<file path="src/rtl/kea_ram.sv">
// generic single-port-write, single-port-read ram with registered read data
// no dependencies

module kea_ram #(
	parameter int WIDTH = 8,
	parameter int DEPTH = 16
) (
	input  logic                     clk,
	input  logic                     we,
	input  logic [$clog2(DEPTH)-1:0] waddr,
	input  logic [WIDTH-1:0]         wdata,
	input  logic                     re,
	input  logic [$clog2(DEPTH)-1:0] raddr,
	output logic [WIDTH-1:0]         rdata
);

	logic [WIDTH-1:0] mem [DEPTH];

	// write port
	always_ff @(posedge clk) begin
		if (we)
			mem[waddr] <= wdata;
	end

	// read port, registered read data
	always_ff @(posedge clk) begin
		if (re)
			rdata <= mem[raddr];
	end

endmodule

</file>
<file path="config.mk">
export PLATFORM = sky130hd
export DESIGN_NAME = kea_ram
export DESIGN_NICKNAME = d
export VERILOG_FILES = /design/src/rtl/kea_ram.sv
export SDC_FILE = /design/constraint.sdc
export NUM_CORES = 1
export LEC_CHECK = 0
export BUFFER_PORTS_ARGS = -buffer_cell sky130_fd_sc_hd__clkbuf_2
export CORE_UTILIZATION = 60
export CTS_CLUSTER_SIZE = 14
export DETAILED_ROUTE_END_ITERATION = 10
export GPL_ROUTABILITY_DRIVEN = 0
export PLACE_DENSITY = 0.78
export SYNTH_ARGS = -nofsm -noshare
export SYNTH_HDL_FRONTEND = slang
export SYNTH_SLANG_ARGS = --single-unit
</file>
<file path="constraint.sdc">
create_clock -name clk -period 2.3 [get_ports clk]
set_input_delay 0.575 -clock clk [delete_from_list [all_inputs] [get_ports clk]]
set_output_delay 0.575 -clock clk [all_outputs]
set_load 0.02 [all_outputs]
</file>
==> results.yml <==
pwr:
  pwr-share-comb_pct: 4.9
  clock_power_share_pct: 44.8
  seqPwrFrac_pct: 50.3
  leakage_uw: 0.002098
  power_density_nw_per_um2: 908.2
  max-vdd-ir-drop_uv: 603.6
  swShare_pct: 20.67
  power_uw: 5585
  p_sw_uw: 1155
  intPower_uw: 4431
floorplan:
  io_pins: 27
  start_util_pct: 62.68
  dieArea_sq_um: 9090
  die_h_um: 95.34
  num_rows: 33
  coreArea_sq_um: 8341
  die_x_um: 95.34
clock_network:
  clk_pin_slew_ps: 60
  cts_setup_buffers: 0
  cts.hold.buffers_added: 0
  htreeDepth: 4
  cts_root_buffer: "clkbuf_8"
  cts_made_buffers: 17
  clock_path_buffers: 2
  clk_latency_ps: 510
  cts_tree: "built"
  cts.sinks: 136
  cts-resized-gates: 0
worst_setup_path:
  required_ps: 1730
  r2r_start: "mem[5][0]$_DFFE_PP_"
  cp_data_arrival_time_ps: 1120
  cp-start-kind: "register"
  timing.setup.critical_path_class: "reg -> out"
  critPathTopFamily: "flip-flops"
  crit_chain: "clkbuf_2"
  slowest_stage: "edfxtp_1"
  crit_start: "rdata[7]$_DFFE_PP_"
  critPathMaxFanout: 1
  critPathBufInv: 1
  max_stage_delay_ps: 430
  cp-end-kind: "output pin"
timing:
  hold_viol: 0
  tightestPinTransition_ps: 412.9
  skew_ps: 5.588
  fin_crit_sh_pct: 73.64
  setup-violations-final: 0
  relSlewSlack_pct: 72.47
  finalCriticalPeriod_ps: 1694
  rsz0062_at_grt: "no"
  fin_setup_tns_ps: 0
  max_clock_freq_mhz: 590.4
  drv_slew: 0
placed_design:
  dp_hpwl_um: 6254
  post_dp_cell_area_sq_um: 5598
  port_buffers: 26
layout:
  area_growth_pct: 17.64
  fin_util_pct: 73.73
  fillers: 463
  fin_area_sq_um: 6150
  nets: 304
  n_antenna_cell: 0
  drive_gt1_share_pct: 31.54
yosys:
  ys_ff_latch: 136
  synth_ff_type: "edfxtp_1"
  ys_top_cells_by_count: "edfxtp_1 (136), mux4_2 (18), a22oi_1 (16)"
  synth_area_leaders: "edfxtp_1 (78%), mux4_2 (7.8%), mux4_1 (7.0%)"
  yosysMostFrequentCell: "edfxtp_1"
  yosysUniqueCellTypes: 18
  synthCells: 229
  syn_nets: 248
  async_reset_ff_share_pct: 0
  synth_area_leader_cell: "edfxtp_1"
  seq_area_frac_synth_pct: 78.12
  yosys_warnings: 0
  syn_area_sq_um: 5228
  syn_area_per_cell_sq_um: 22.83
  synth_edf_count: 136
  yosys.area.top_type_share_pct: 78.12
global_route:
  grt_pass1_vias: 2552
  grt_pass1_wl_um: 15610
  grt_usage_pct: 26.45
  grt.overflow.total: 0
  antenna_found_initial: 0
  grt_max_degree: 25
routing:
  dr.first_iter.drc_count: 241
  dr.pass1.iters: 4
  wire_per_inst_um: 26.44
  postRouteWirelength_um: 10650
  vias: 2604
  routed_via_density: 6.462
  antenna_left: 0
  drcViolationCount: 0
min_path:
  min_from: "wdata[2]"
  hold_path.class: "in -> reg"
run_status:
  status: "completed"
run:
  cap_violations: 0
==> logic make-up (layout without fill, tap and decap cells) <==
group           Yosys count  count (layout)  share of synthesized area (%)
simple gates             35              35                          3.136
flops                   136             136                          78.12
mux                      32              32                          14.79
compound gates           16              16                          2.298
buf+inv                  10              79                          1.651
==> through the flow <==
| step | setup WS [ps] | cells | hold slack [ps] |
|---|---|---|---|
| after global routing | 574.6 | 403 | 472.3 |
| after floorplan | 232.1 | 229 | 673.9 |
| after CTS | 585.2 | 403 | 444.9 |
| after detailed placement | 172.9 | 371 | 747.9 |
| after global placement | 178.9 | 371 | 730.9 |
| final | 606.3 | 403 | 468.1 |
==> cells in the final DEF (no fill, tap or decap) <==
cell,instances
nor2_1,13
and2b_1,1
a22oi_1,16
nand2_1,9
mux4_1,14
nand3_1,1
nand3b_1,2
and2_1,1
clkinv_1,3
bufinv_16,2
mux4_2,18
clkinv_2,3
nand2b_1,2
or3b_2,1
nor2b_1,1
nor3_1,4
clkinvlp_4,4
edfxtp_1,136
clkbuf_2,26
clkbuf_16,16
buf_4,18
clkbuf_1,1
buf_12,3
clkbuf_8,1
clkinv_4,2
==> cell type report <==
class | instances | area, sq um | area share, %
clock buffers | 18 | 417.9 | 6.796
clock inverters | 14 | 133.9 | 2.177
multi-input cells | 83 | 1057 | 17.19
flip-flops and latches | 136 | 4084 | 66.41
well taps | 105 | 131.4 | 2.136
repair buffers | 47 | 325.3 | 5.290
==> flip-flops by register name, summed over array words and instances (netlist names) <==
name   count
mem      128
rdata      8
==> path summary, 6_finish.rpt <==
path	endpoint	slack (ps)	depth (start not counted)
min reg2reg	rdata[1]$_DFFE_PP_	760	3
max reg2reg	rdata[0]$_DFFE_PP_	750	3
min	mem[14][2]$_DFFE_PP_	470	1
max	rdata[7]	610	1
==> power groups by stage <==
stage | registers, uW | logic [uW] | clock network (uW)
detailed placement | 2860 | 273 | 0
global route | 2810 | 294 | 2630
global placement | 2860 | 266 | 0
CTS | 2810 | 277 | 2520
finish | 2810 | 274 | 2500
floorplan | 2870 | 141 | 0
==> per-layer routing <==
layer	track usage [%]	wire length [um]	part of all wire, %	vias up
met1	37.21	4356	41	1340
met2	39.46	5175	49	152
met4	13.64	224	2.1	0
met3	5.901	897	8.4	17
met5	0	0	0	-
li1	-	-	-	1095
Note: power is estimated with default switching activity, not from simulation.
