`config.mk`:
```
export PLATFORM = sky130hd
export DESIGN_NAME = kea_repeat
export DESIGN_NICKNAME = d
export VERILOG_FILES = /design/src/rtl/kea_pkg.sv /design/src/rtl/kea_repeat.sv
export SDC_FILE = /design/constraint.sdc
export NUM_CORES = 1
export LEC_CHECK = 0
export BUFFER_PORTS_ARGS = -buffer_cell sky130_fd_sc_hd__buf_2
export CORE_MARGIN = 4
export CORE_UTILIZATION = 28
export CTS_CLUSTER_DIAMETER = 50
export DETAILED_ROUTE_END_ITERATION = 12
export PLACE_DENSITY = 0.48
export SETUP_SLACK_MARGIN = 0.2
export SLEW_MARGIN = 0
export SYNTH_ARGS = -nofsm -noshare
export SYNTH_HDL_FRONTEND = slang
export SYNTH_SLANG_ARGS = --single-unit
```
`constraint.sdc`:
```
create_clock -name clk -period 2.7 [get_ports clk]
set_clock_uncertainty 0.2 [all_clocks]
set_input_delay 0.54 -clock clk [delete_from_list [all_inputs] [get_ports clk]]
set_output_delay 0.54 -clock clk [all_outputs]
set_load 0.005 [all_outputs]
```
`src/rtl/kea_pkg.sv`:
```
// shared types, constants and helpers for the key event queue with autorepeat
// used by kea_repeat, the top module and the testbench; no dependencies

package kea_pkg;

	// queue geometry
	localparam int QUEUE_DEPTH = 64;
	localparam int TEXT_BYTES  = 8;
	localparam int AW          = $clog2(QUEUE_DEPTH);
	localparam int CW          = $clog2(QUEUE_DEPTH + 1);

	// field widths
	localparam int TEXT_W = 64;
	localparam int KEY_W  = 8;
	localparam int MOD_W  = 8;
	localparam int CNT_W  = 16;

	// configuration port
	localparam int CFG_AW = 2;
	localparam int CFG_DW = 16;
	localparam logic [CFG_AW-1:0] REG_DELAY     = 2'd0;
	localparam logic [CFG_AW-1:0] REG_INTERVAL  = 2'd1;
	localparam logic [CFG_AW-1:0] REG_MOD_FIRST = 2'd2;
	localparam logic [CFG_AW-1:0] REG_MOD_LAST  = 2'd3;

	// reset values of the registers
	localparam logic [CNT_W-1:0] DELAY_RST     = 16'd500;
	localparam logic [CNT_W-1:0] INTERVAL_RST  = 16'd50;
	localparam logic [KEY_W-1:0] MOD_FIRST_RST = 8'd224;
	localparam logic [KEY_W-1:0] MOD_LAST_RST  = 8'd231;

	// no key held
	localparam logic [KEY_W-1:0] KEY_NONE = 8'd0;

	typedef enum logic [1:0] {
		REQ_SUBMIT = 2'd0,
		REQ_TICK   = 2'd1,
		REQ_POP    = 2'd2
	} req_e;

	typedef enum logic [1:0] {
		KIND_DOWN  = 2'd0,
		KIND_UP    = 2'd1,
		KIND_TEXT  = 2'd2,
		KIND_OTHER = 2'd3
	} kind_e;

	typedef struct packed {
		logic [CNT_W-1:0] delay;
		logic [CNT_W-1:0] interval;
		logic [KEY_W-1:0] mod_first;
		logic [KEY_W-1:0] mod_last;
	} cfg_t;

	// one queue entry as stored in memory
	typedef struct packed {
		logic              rep;
		logic [MOD_W-1:0]  mods;
		logic [KEY_W-1:0]  key;
		kind_e             kind;
		logic [TEXT_W-1:0] text;
	} entry_t;

	// command to the held-key tracker
	typedef struct packed {
		logic              submit;
		logic              tick;
		kind_e             kind;
		logic [KEY_W-1:0]  key;
		logic [MOD_W-1:0]  mods;
		logic [TEXT_W-1:0] text;
	} rpt_cmd_t;

	// held-key status back to the controller
	typedef struct packed {
		logic              fire;
		logic [KEY_W-1:0]  code;
		logic [MOD_W-1:0]  mods;
		logic [TEXT_W-1:0] chars;
		logic [MOD_W-1:0]  char_mods;
	} rpt_state_t;

	// one result beat
	typedef struct packed {
		logic              valid;
		kind_e             kind;
		logic [KEY_W-1:0]  key;
		logic [MOD_W-1:0]  mods;
		logic              rep;
		logic [TEXT_W-1:0] text;
		logic [CW-1:0]     level;
	} res_t;

	// keep bytes up to the first zero byte, at most TEXT_BYTES of them
	function automatic logic [TEXT_W-1:0] clean_text(input logic [TEXT_W-1:0] t);
		logic [TEXT_W-1:0] r;
		logic live;
		r = '0;
		live = 1'b1;
		for (int i = 0; i < TEXT_W / 8; i++) begin
			if (t[8*i +: 8] == 8'h00)
				live = 1'b0;
			if (live && (i < TEXT_BYTES))
				r[8*i +: 8] = t[8*i +: 8];
		end
		return r;
	endfunction

endpackage

```
`src/rtl/kea_repeat.sv`:
```
// held-key tracker: held key, held text and the typematic countdown
// depends on kea_pkg

module kea_repeat (
	input  logic                clk,
	input  logic                arst_n,
	input  kea_pkg::cfg_t       cfg,
	input  kea_pkg::rpt_cmd_t   cmd,
	output kea_pkg::rpt_state_t st
);

	logic [kea_pkg::KEY_W-1:0]  code_q;
	logic [kea_pkg::MOD_W-1:0]  mods_q;
	logic [kea_pkg::TEXT_W-1:0] chars_q;
	logic [kea_pkg::MOD_W-1:0]  char_mods_q;
	logic [kea_pkg::CNT_W-1:0]  cd_q;

	logic                       is_mod;
	logic                       fire;
	logic [kea_pkg::CNT_W-1:0]  delay_min;
	logic [kea_pkg::CNT_W-1:0]  ival_min;

	// zero delay or interval counts as one
	assign delay_min = (cfg.delay == '0) ? kea_pkg::CNT_W'(1) : cfg.delay;
	assign ival_min  = (cfg.interval == '0) ? kea_pkg::CNT_W'(1) : cfg.interval;

	// modifier range check, empty when first is above last
	assign is_mod = (cmd.key >= cfg.mod_first) && (cmd.key <= cfg.mod_last);

	// countdown reaches zero on this tick
	assign fire = cmd.tick && (code_q != kea_pkg::KEY_NONE) &&
		(cd_q == kea_pkg::CNT_W'(1));

	assign st.fire      = fire;
	assign st.code      = code_q;
	assign st.mods      = mods_q;
	assign st.chars     = chars_q;
	assign st.char_mods = char_mods_q;

	// held state update
	always_ff @(posedge clk or negedge arst_n) begin
		if (!arst_n) begin
			code_q      <= '0;
			mods_q      <= '0;
			chars_q     <= '0;
			char_mods_q <= '0;
			cd_q        <= '0;
		end else if (cmd.submit) begin
			if (cmd.kind == kea_pkg::KIND_DOWN && !is_mod) begin
				code_q      <= cmd.key;
				mods_q      <= cmd.mods;
				chars_q     <= '0;
				char_mods_q <= '0;
				cd_q        <= delay_min;
			end else if (cmd.kind == kea_pkg::KIND_UP && cmd.key == code_q) begin
				code_q      <= '0;
				mods_q      <= '0;
				chars_q     <= '0;
				char_mods_q <= '0;
				cd_q        <= '0;
			end else if (cmd.kind == kea_pkg::KIND_TEXT && code_q != kea_pkg::KEY_NONE) begin
				chars_q     <= cmd.text;
				char_mods_q <= cmd.mods;
			end
		end else if (cmd.tick && code_q != kea_pkg::KEY_NONE && cd_q != '0) begin
			if (fire)
				cd_q <= ival_min;
			else
				cd_q <= cd_q - kea_pkg::CNT_W'(1);
		end
	end

	// a held key always has a running countdown
	a_held_counts: assert property (@(posedge clk) disable iff (!arst_n)
		(code_q != kea_pkg::KEY_NONE) |-> (cd_q != '0))
		else $error("held key without countdown");

	// text is only held while a key is held
	a_text_needs_key: assert property (@(posedge clk) disable iff (!arst_n)
		(chars_q != '0) |-> (code_q != kea_pkg::KEY_NONE))
		else $error("held text without held key");

	// an expiry reloads with the interval
	a_reload: assert property (@(posedge clk) disable iff (!arst_n)
		fire |=> (cd_q == $past(ival_min)))
		else $error("countdown not reloaded after repeat");

endmodule

```
==> qor.yml, run 1 <==
postLayoutCoreUtil_pct: 40.8
cap_violations: 0
rsz0062_at_grt: "true"
ys_types: 61
ant_nets: 0
tightest_slew_ps: 635
synth_area_per_cell_um2: 9.23
clkPwrFrac_pct: 25.9
busiest_layer: "met2"
clk_path_buf_depth: 2
wl_per_cell_um: 16.8
endpoint_kind: "flip-flop"
clk_pin_slew_ps: 80
viasPerCell: 4.71
synthCells: 597
cts-root-buf: "clkbuf_16"
nFillCells: 2052
grt_pass1_vias: 5218
synth-seq-cells: 104
internal_power_mw: 3.49
cp-start-kind: "input pin"
dr.pass1.iters: 4
core_mm2: 0.0194
hp-class: "input pin to flip-flop"
path_class: "input pin to flip-flop"
wirelength_um: 19000
synthFlopType: "dfrtp_1"
synth_area_leaders: "dfrtp_1, nand2_1, a21oi_1"
use_met1_pct: 22.1
use_met2_pct: 25.3
gr-usage-met3_pct: 3.69
status: "finished clean"
dpl.hpwl_um: 13300
synth_top_area_share_pct: 47.2
vias: 5316
synth_area_mm2: 0.00551
clock_latency_ps: 340
grt_util_all_layers_pct: 15.9
antenna_found_initial: 1
async_reset_ff_share_pct: 100
htreeDepth: 3
drc: 0
cp.required_ps: 2770
ys_warn_count: 0
syn_to_final_growth_pct: 43.6
gp_congestion: 0.866
grt_max_degree: 55
power.density_mw_per_mm2: 668
period_share_pct: 91.2
min_period_ps: 2460
swShare_pct: 33.9
drv_slew: 0
io-pin-count: 223
fin_nets: 1011
die_x_um: 148
yosysTopAreaCell: "dfrtp_1"
fmax_mhz: 406
start_util_pct: 28.4
grt_pass1_wl_um: 28100
cts.sinks: 104
path_max_fanout: 7
numCtsBuffers: 9
p_leak_nw: 3.81
cts_tree: "yes"
port_buffers: 222
rows: 51
switching_power_mw: 1.79
power_mw: 5.28
setup_violations: 0
ys_seq_area_share_pct: 47.2
drt-initial-drc-count: 214
maxSlewHeadroom_pct: 57.4
seqPwrFrac_pct: 42.0
fp.dieArea_mm2: 0.0220
die_h_um: 148
synth-edff-count: 0
synth_nets: 750
vdd_drop_max_uv: 251
drive_above_1_share_pct: 41.4
share_comb_of_total_power_pct: 32.2
final-hold-violation-count: 0
cp.arrival_ps: 2530
grt-ovfl-total: 0
-- placed cells by master (no fill, tap or decap), drive strengths merged, types with 5 or more instances in the layout --
cell / synthesis / final
a21oi: 87 / 87
ha: 19 / 19
o21ai: 14 / 14
nor4: 12 / 12
a22o: 16 / 16
buf: 19 / 281
xnor2: 14 / 14
a31oi: 5 / 5
nand2: 159 / 159
nand4: 5 / 5
xor2: 6 / 6
clkbuf: 17 / 13
inv: 18 / 21
dfrtp: 104 / 104
a2bb2oi: 5 / 5
nor3: 11 / 11
nor2: 28 / 28
-- repair_timing --
action	CTS	global route
endpoints found under the hold margin	20	0
gates cloned	0	6
setup endpoints to repair	100	104
gates resized for setup	4	48
hold buffers	1	0
setup buffers	6	22
pin swaps	5	12
-- kinds of logic (layout without fill, tap and decap cells) --
kind of cell | Yosys count | after routing | synth area share [%]
compound gates | 160 | 161 | 18.6
xor+xnor | 20 | 20 | 3.32
fa+ha+maj | 19 | 19 | 4.31
buf+inv | 54 | 319 | 5.72
flops | 104 | 104 | 47.2
other cells | 0 | 1 | 0
simple gates | 240 | 240 | 20.8
-- synthesized netlist by cell type, drive strengths merged, types with 3 or more instances --
cell type,number
a211o,3
a211oi,3
a21oi,87
a22o,16
a2bb2oi,5
a31oi,5
a32oi,4
and3,3
buf,19
clkbuf,17
dfrtp,104
ha,19
inv,18
nand2,159
nand3,3
nand4,5
nor2,28
nor2b,4
nor3,11
nor4,12
o211ai,3
o21ai,14
o31ai,3
or3,3
or4,4
xnor2,14
xor2,6
-- worst paths after layout --
path	from	endpoint	slack [ps]	cells past startpoint
hold / removal	cmd[44]	chars_q[44]$_DFFE_PN0P_	210	3
setup reg to reg	cd_q[10]$_DFFE_PN0P_	cd_q[15]$_DFFE_PN0P_	320	10
max in group asynchronous	arst_n	chars_q[35]$_DFFE_PN0P_	1290	3
min in group asynchronous	arst_n	cd_q[11]$_DFFE_PN0P_	440	2
hold reg to reg	mods_q[0]$_DFFE_PN0P_	mods_q[0]$_DFFE_PN0P_	300	1
setup / recovery	cmd[73]	chars_q[24]$_DFFE_PN0P_	240	11
-- per-stage QoR --
| step | hold slack [ps] | instances | setup TNS (ps) | instance area, um2 | setup WS (ps) |
|---|---|---|---|---|---|
| after floorplan | 44.4 | 597 | 0 | 5510 | 257 |
| after global placement | 278 | 1077 | -18840 | 7030 | -304 |
| after detailed placement | 278 | 1077 | -21670 | 7030 | -350 |
| after CTS | 189 | 1100 | 0 | 7420 | 63.2 |
| after global routing | 199 | 1129 | 0 | 7910 | 106 |
| final | 209 | 1129 | 0 | 7910 | 238 |
-- flip-flops by register name (all words and copies together), names as in the netlist --
register	count
mods_q	8
cd_q	16
char_mods_q	8
code_q	8
chars_q	64
-- metal layers --
metal | up-vias | part of all wire [%]
met1 | 2526 | 47
met4 | 0 | 1.3
met5 | - | 0
li1 | 2603 | -
met3 | 13 | 6.2
met2 | 174 | 46
-- power groups by stage --
stage / sequential (mW) / clock (mW) / combinational [mW]
detailed placement: 2.24 / 0 / 1.53
global route: 2.27 / 1.48 / 1.88
floorplan: 2.22 / 0 / 0.864
CTS: 2.22 / 1.42 / 1.57
global placement: 2.24 / 0 / 1.52
finish: 2.22 / 1.37 / 1.70
-- layout make-up --
class                           instances  area (um2)  area share [%]
Multi-Input combinational cell        440        2800            35.4
Sequential cell                       104        2610            33.0
Timing Repair Buffer                  285        1790            22.6
Tap cell                              265         332            4.19
Clock buffer                           10         229            2.89
Clock inverter                          6        73.8           0.933
Inverter                               18        72.6           0.917
Antenna cell                            1        2.50          0.0316
-- worst max-delay path, cell delays in order --
cell	delay, ps
buf_2	130
ha_4	240
nor2b_1	120
o211ai_1	260
a211oi_4	100
buf_4	140
or3_4	330
o21a_4	270
buf_6	140
buf_6	130
a21oi_1	120
Note: power is estimated with default switching activity, not from simulation.
==> run 2: changes to the inputs <==
- CORE_MARGIN: 4 -> 5
==> qor.yml, run 2 (same netlist as run 1, synthesis figures left out) <==
setup_violations: 0
htreeDepth: 3
period_share_pct: 90.5
setup_ws_ps: 257
viasPerCell: 4.65
status: "finished clean"
vdd_drop_max_uv: 256
cp.required_ps: 1960
port_buffers: 222
path_max_fanout: 7
vias: 5163
cp-start-kind: "flip-flop"
largest_register_ffs: 64
gp_congestion: 0.841
drv_slew: 0
io-pin-count: 223
top_regs: "chars_q: 64 flops, cd_q: 16 flops"
antenna_found_initial: 0
dr.pass1.iters: 4
path_class: "flip-flop to output pin"
die_x_um: 150
num_antenna_cells: 0
wl_per_cell_um: 16.1
fp.dieArea_mm2: 0.0226
core_mm2: 0.0194
worst_hold_slack_ps: 208
maxSlewHeadroom_pct: 64.4
clk_pin_slew_ps: 80
layout_common_cells: "buf_2, nand2_1, dfrtp_1, a21oi_1, buf_4"
fmax_mhz: 409
drt-initial-drc-count: 343
grt_util_all_layers_pct: 15.4
fin_nets: 993
p_leak_nw: 3.68
rows: 51
final_common_cell: "buf_2"
grt_pass1_wl_um: 27500
rr_worst_depth: 7
min_path_cells: 3
cts-root-buf: "clkbuf_16"
cts.sinks: 104
min_period_ps: 2440
nFillCells: 2072
start_util_pct: 28.4
endpoint_kind: "output pin"
die_h_um: 150
cap_violations: 0
numCtsBuffers: 9
stdcell_area_mm2: 0.00753
dpl.hpwl_um: 13400
drive_above_1_share_pct: 38.0
pre_cts_ws_ps: -178
regMostFlops: "chars_q"
hp-class: "input pin to flip-flop"
ant_nets: 0
syn_to_final_growth_pct: 36.6
power_mw: 5.16
clk_path_buf_depth: 2
clock_latency_ps: 360
cp.arrival_ps: 1700
power.density_mw_per_mm2: 685
place_area_mm2: 0.00699
rsz0062_at_grt: "true"
final-hold-violation-count: 0
tightest_slew_ps: 530
grt_pass1_vias: 5176
drc: 0
cts_tree: "yes"
grt-ovfl-total: 0
grt_max_degree: 73
wirelength_um: 17900
run 2: changes by cell type in the layout (fill, tap and decap cells not counted), sizes merged:
cell / previous run / this run
o31ai: 4 / 3
bufinv: 1 / 0
clkinv: 0 / 1
buf: 281 / 267
clkbuf: 13 / 10
diode: 1 / 0
run 2: worst paths after layout:
check                                       from                 endpoint  slack, ps
min in group asynchronous                 arst_n     cd_q[12]$_DFFE_PN0P_        400
hold / removal                            cmd[2]   chars_q[2]$_DFFE_PN0P_        210
setup / recovery             cd_q[6]$_DFFE_PN0P_                   st[88]        260
setup reg to reg           code_q[2]$_DFFE_PN0P_     cd_q[11]$_DFFE_PN0P_        320
hold reg to reg            mods_q[3]$_DFFE_PN0P_    mods_q[3]$_DFFE_PN0P_        300
max in group asynchronous                 arst_n  chars_q[39]$_DFFE_PN0P_       1320
run 2: stage by stage:
stage | setup TNS [ps] | util, % | cells
6_report | 0 | 38.8 | 1110
5_1_grt | 0 | 38.8 | 1110
2_1_floorplan | 0 | - | 597
4_1_cts | 0 | 38.0 | 1099
3_3_place_gp | -13660 | 36.0 | 1075
3_5_place_dp | -13320 | 36.0 | 1075
run 2: timing repair:
action                     in CTS  in global routing
setup endpoints to repair       1                103
pin swaps                       5                  2
hold buffers                    1                  0
gates resized for setup         7                 16
buffers inserted                7                 11
cloned                          0                  0
hold endpoints to repair       15                  0
run 2: power by group:
part / switching [mW] / total [mW] / internal [mW]
sequential: 0.340 / 2.24 / 1.90
clock: 0.650 / 1.32 / 0.673
combinational: 0.781 / 1.60 / 0.821
run 2: final cells by class:
type / instances / area [um2] / area share (%)
clock buffers: 10 / 239 / 3.17
clock inverters: 6 / 60.1 / 0.798
inverters: 18 / 72.6 / 0.964
multi-input cells: 439 / 2680 / 35.6
flip-flops and latches: 104 / 2610 / 34.7
well taps: 265 / 332 / 4.40
repair buffers: 268 / 1540 / 20.4
run 2: critical path, stage by stage, from the launching register on:
cell and delay (ps):
dfrtp_2 450, nor4_4 340, and4_4 320, nand2_8 80, inv_6 60, buf_2 100
run 2: per-layer routing:
metal  routed length, um  GRT usage [%]
met3                1010           3.01
met2                8340           24.7
met5                   0              0
met1                8300           21.0
met4                 201           4.57
==> run 3: changes to the inputs <==
- CORE_UTILIZATION: 28 -> 49
- PLACE_DENSITY: 0.48 -> 0.78
==> qor.yml, run 3 (same netlist as run 1, synthesis figures left out) <==
start_util_pct: 50.4
min_period_ps: 2440
period_share_pct: 90.3
cts-root-buf: "clkbuf_16"
cp-start-kind: "flip-flop"
rr_worst_depth: 8
top_regs: "chars_q: 64 flops, cd_q: 16 flops"
rows: 38
stdcell_area_mm2: 0.00734
status: "finished clean"
drv_slew: 0
ctsHoldBuffers: 0
vias: 5402
grt_util_all_layers_pct: 23.1
rrSetupSlack_ps: 340
setup_violations: 0
rsz0062_at_grt: "false"
dpl.hpwl_um: 12200
worst_hold_slack_ps: 98.6
antenna_found_initial: 2
tns_ps: 0
setup_ws_ps: 261
maxSlewHeadroom_pct: 53.4
wirelength_um: 16700
cap_violations: 0
cts_tree: "yes"
syn_to_final_growth_pct: 33.2
crit_end: "st[88]"
tightest_slew_ps: 699
startpoint: "cd_q[11]$_DFFE_PN0P_"
vdd_drop_max_uv: 383
clk_path_buf_depth: 2
die_x_um: 116
gp_congestion: 0.910
grt_pass1_wl_um: 25000
grt-ovfl-total: 0
wl_per_cell_um: 17.1
viasPerCell: 5.54
io-pin-count: 223
p_leak_nw: 3.68
port_buffers: 222
fin_nets: 983
die_h_um: 116
path_max_fanout: 6
rr_startpoint: "cd_q[11]$_DFFE_PN0P_"
drt-initial-drc-count: 508
hp-class: "input pin to asynchronous set/reset pin"
cp.required_ps: 1960
dr.pass1.iters: 5
core_mm2: 0.0109
numCtsBuffers: 9
grt_pass1_vias: 5317
path_class: "flip-flop to output pin"
ant_nets: 0
final-hold-violation-count: 0
clk_pin_slew_ps: 80
clock_latency_ps: 340
cp.arrival_ps: 1700
drive_above_1_share_pct: 37.2
endpoint_kind: "output pin"
power.density_mw_per_mm2: 724
final_common_cell: "buf_2"
grt_max_degree: 73
cts.sinks: 104
fp.dieArea_mm2: 0.0135
drc: 0
regToRegEndpoint: "cd_q[11]$_DFFE_PN0P_"
num_antenna_cells: 0
layout_common_cells: "buf_2, nand2_1, dfrtp_1, a21oi_1, buf_4"
place_area_mm2: 0.00675
largest_register_ffs: 64
fmax_mhz: 410
power_mw: 5.31
regMostFlops: "chars_q"
htreeDepth: 3
pre_cts_ws_ps: -263
## run 3: per-stage QoR
stage,util [%],instances
after floorplan,-,597
after global placement,61.7,942
after detailed placement,61.7,942
after CTS,65.3,962
after global routing,67.1,975
final,67.1,975
## run 3: critical path: stages, from the launching register on
cell and delay, ps:
dfrtp_1 450, nor4_4 320, and4_4 290, nand2_4 90, inv_4 90, buf_2 110
## run 3: how the worst min path moves through the flow
stage                          start                 endpoint  slack, ps  cells after the start
2_1_floorplan                 arst_n      cd_q[0]$_DFFE_PN0P_         40                      0
3_3_place_gp   mods_q[0]$_DFFE_PN0P_    mods_q[0]$_DFFE_PN0P_        280                      1
3_5_place_dp   mods_q[5]$_DFFE_PN0P_    mods_q[5]$_DFFE_PN0P_        290                      1
4_1_cts                       arst_n  chars_q[32]$_DFFE_PN0P_        120                      2
5_1_grt                       arst_n  chars_q[32]$_DFFE_PN0P_        160                      2
6_report                      arst_n  chars_q[23]$_DFFE_PN0P_        100                      2
## run 3: power by group
group	internal [mW]	switching (mW)	leakage [nW]
combinational	0.812	0.800	2.18
clock	0.854	0.605	0.166
sequential	1.90	0.341	1.33
total	3.56	1.75	3.68
## run 3: layer usage
layer  track usage [%]  wire length, um  vias to the layer above  part of all wire (%)
li1                  -                -                     2550                     -
met1              29.7             6600                     2562                    40
met2              38.8             8200                      251                    49
met3              4.18             1520                       35                   9.1
met4              9.20              365                        4                   2.2
met5                 0               21                        -                  0.13
## run 3: what timing repair did
item                                   CTS  global route
endpoints found under the hold margin    0             0
buffers inserted                         4            12
setup endpoints to repair               88           105
resized for setup                        6            16
gates cloned                             0             1
pin swaps                                4             4
## run 3: final cells by class
type	count	area [um2]
fillers	870	3590
multi-input cells	439	2680
flip-flops and latches	104	2610
inverters	18	70.1
clock buffers	10	239
well taps	140	175
repair buffers	258	1470
clock inverters	6	97.6
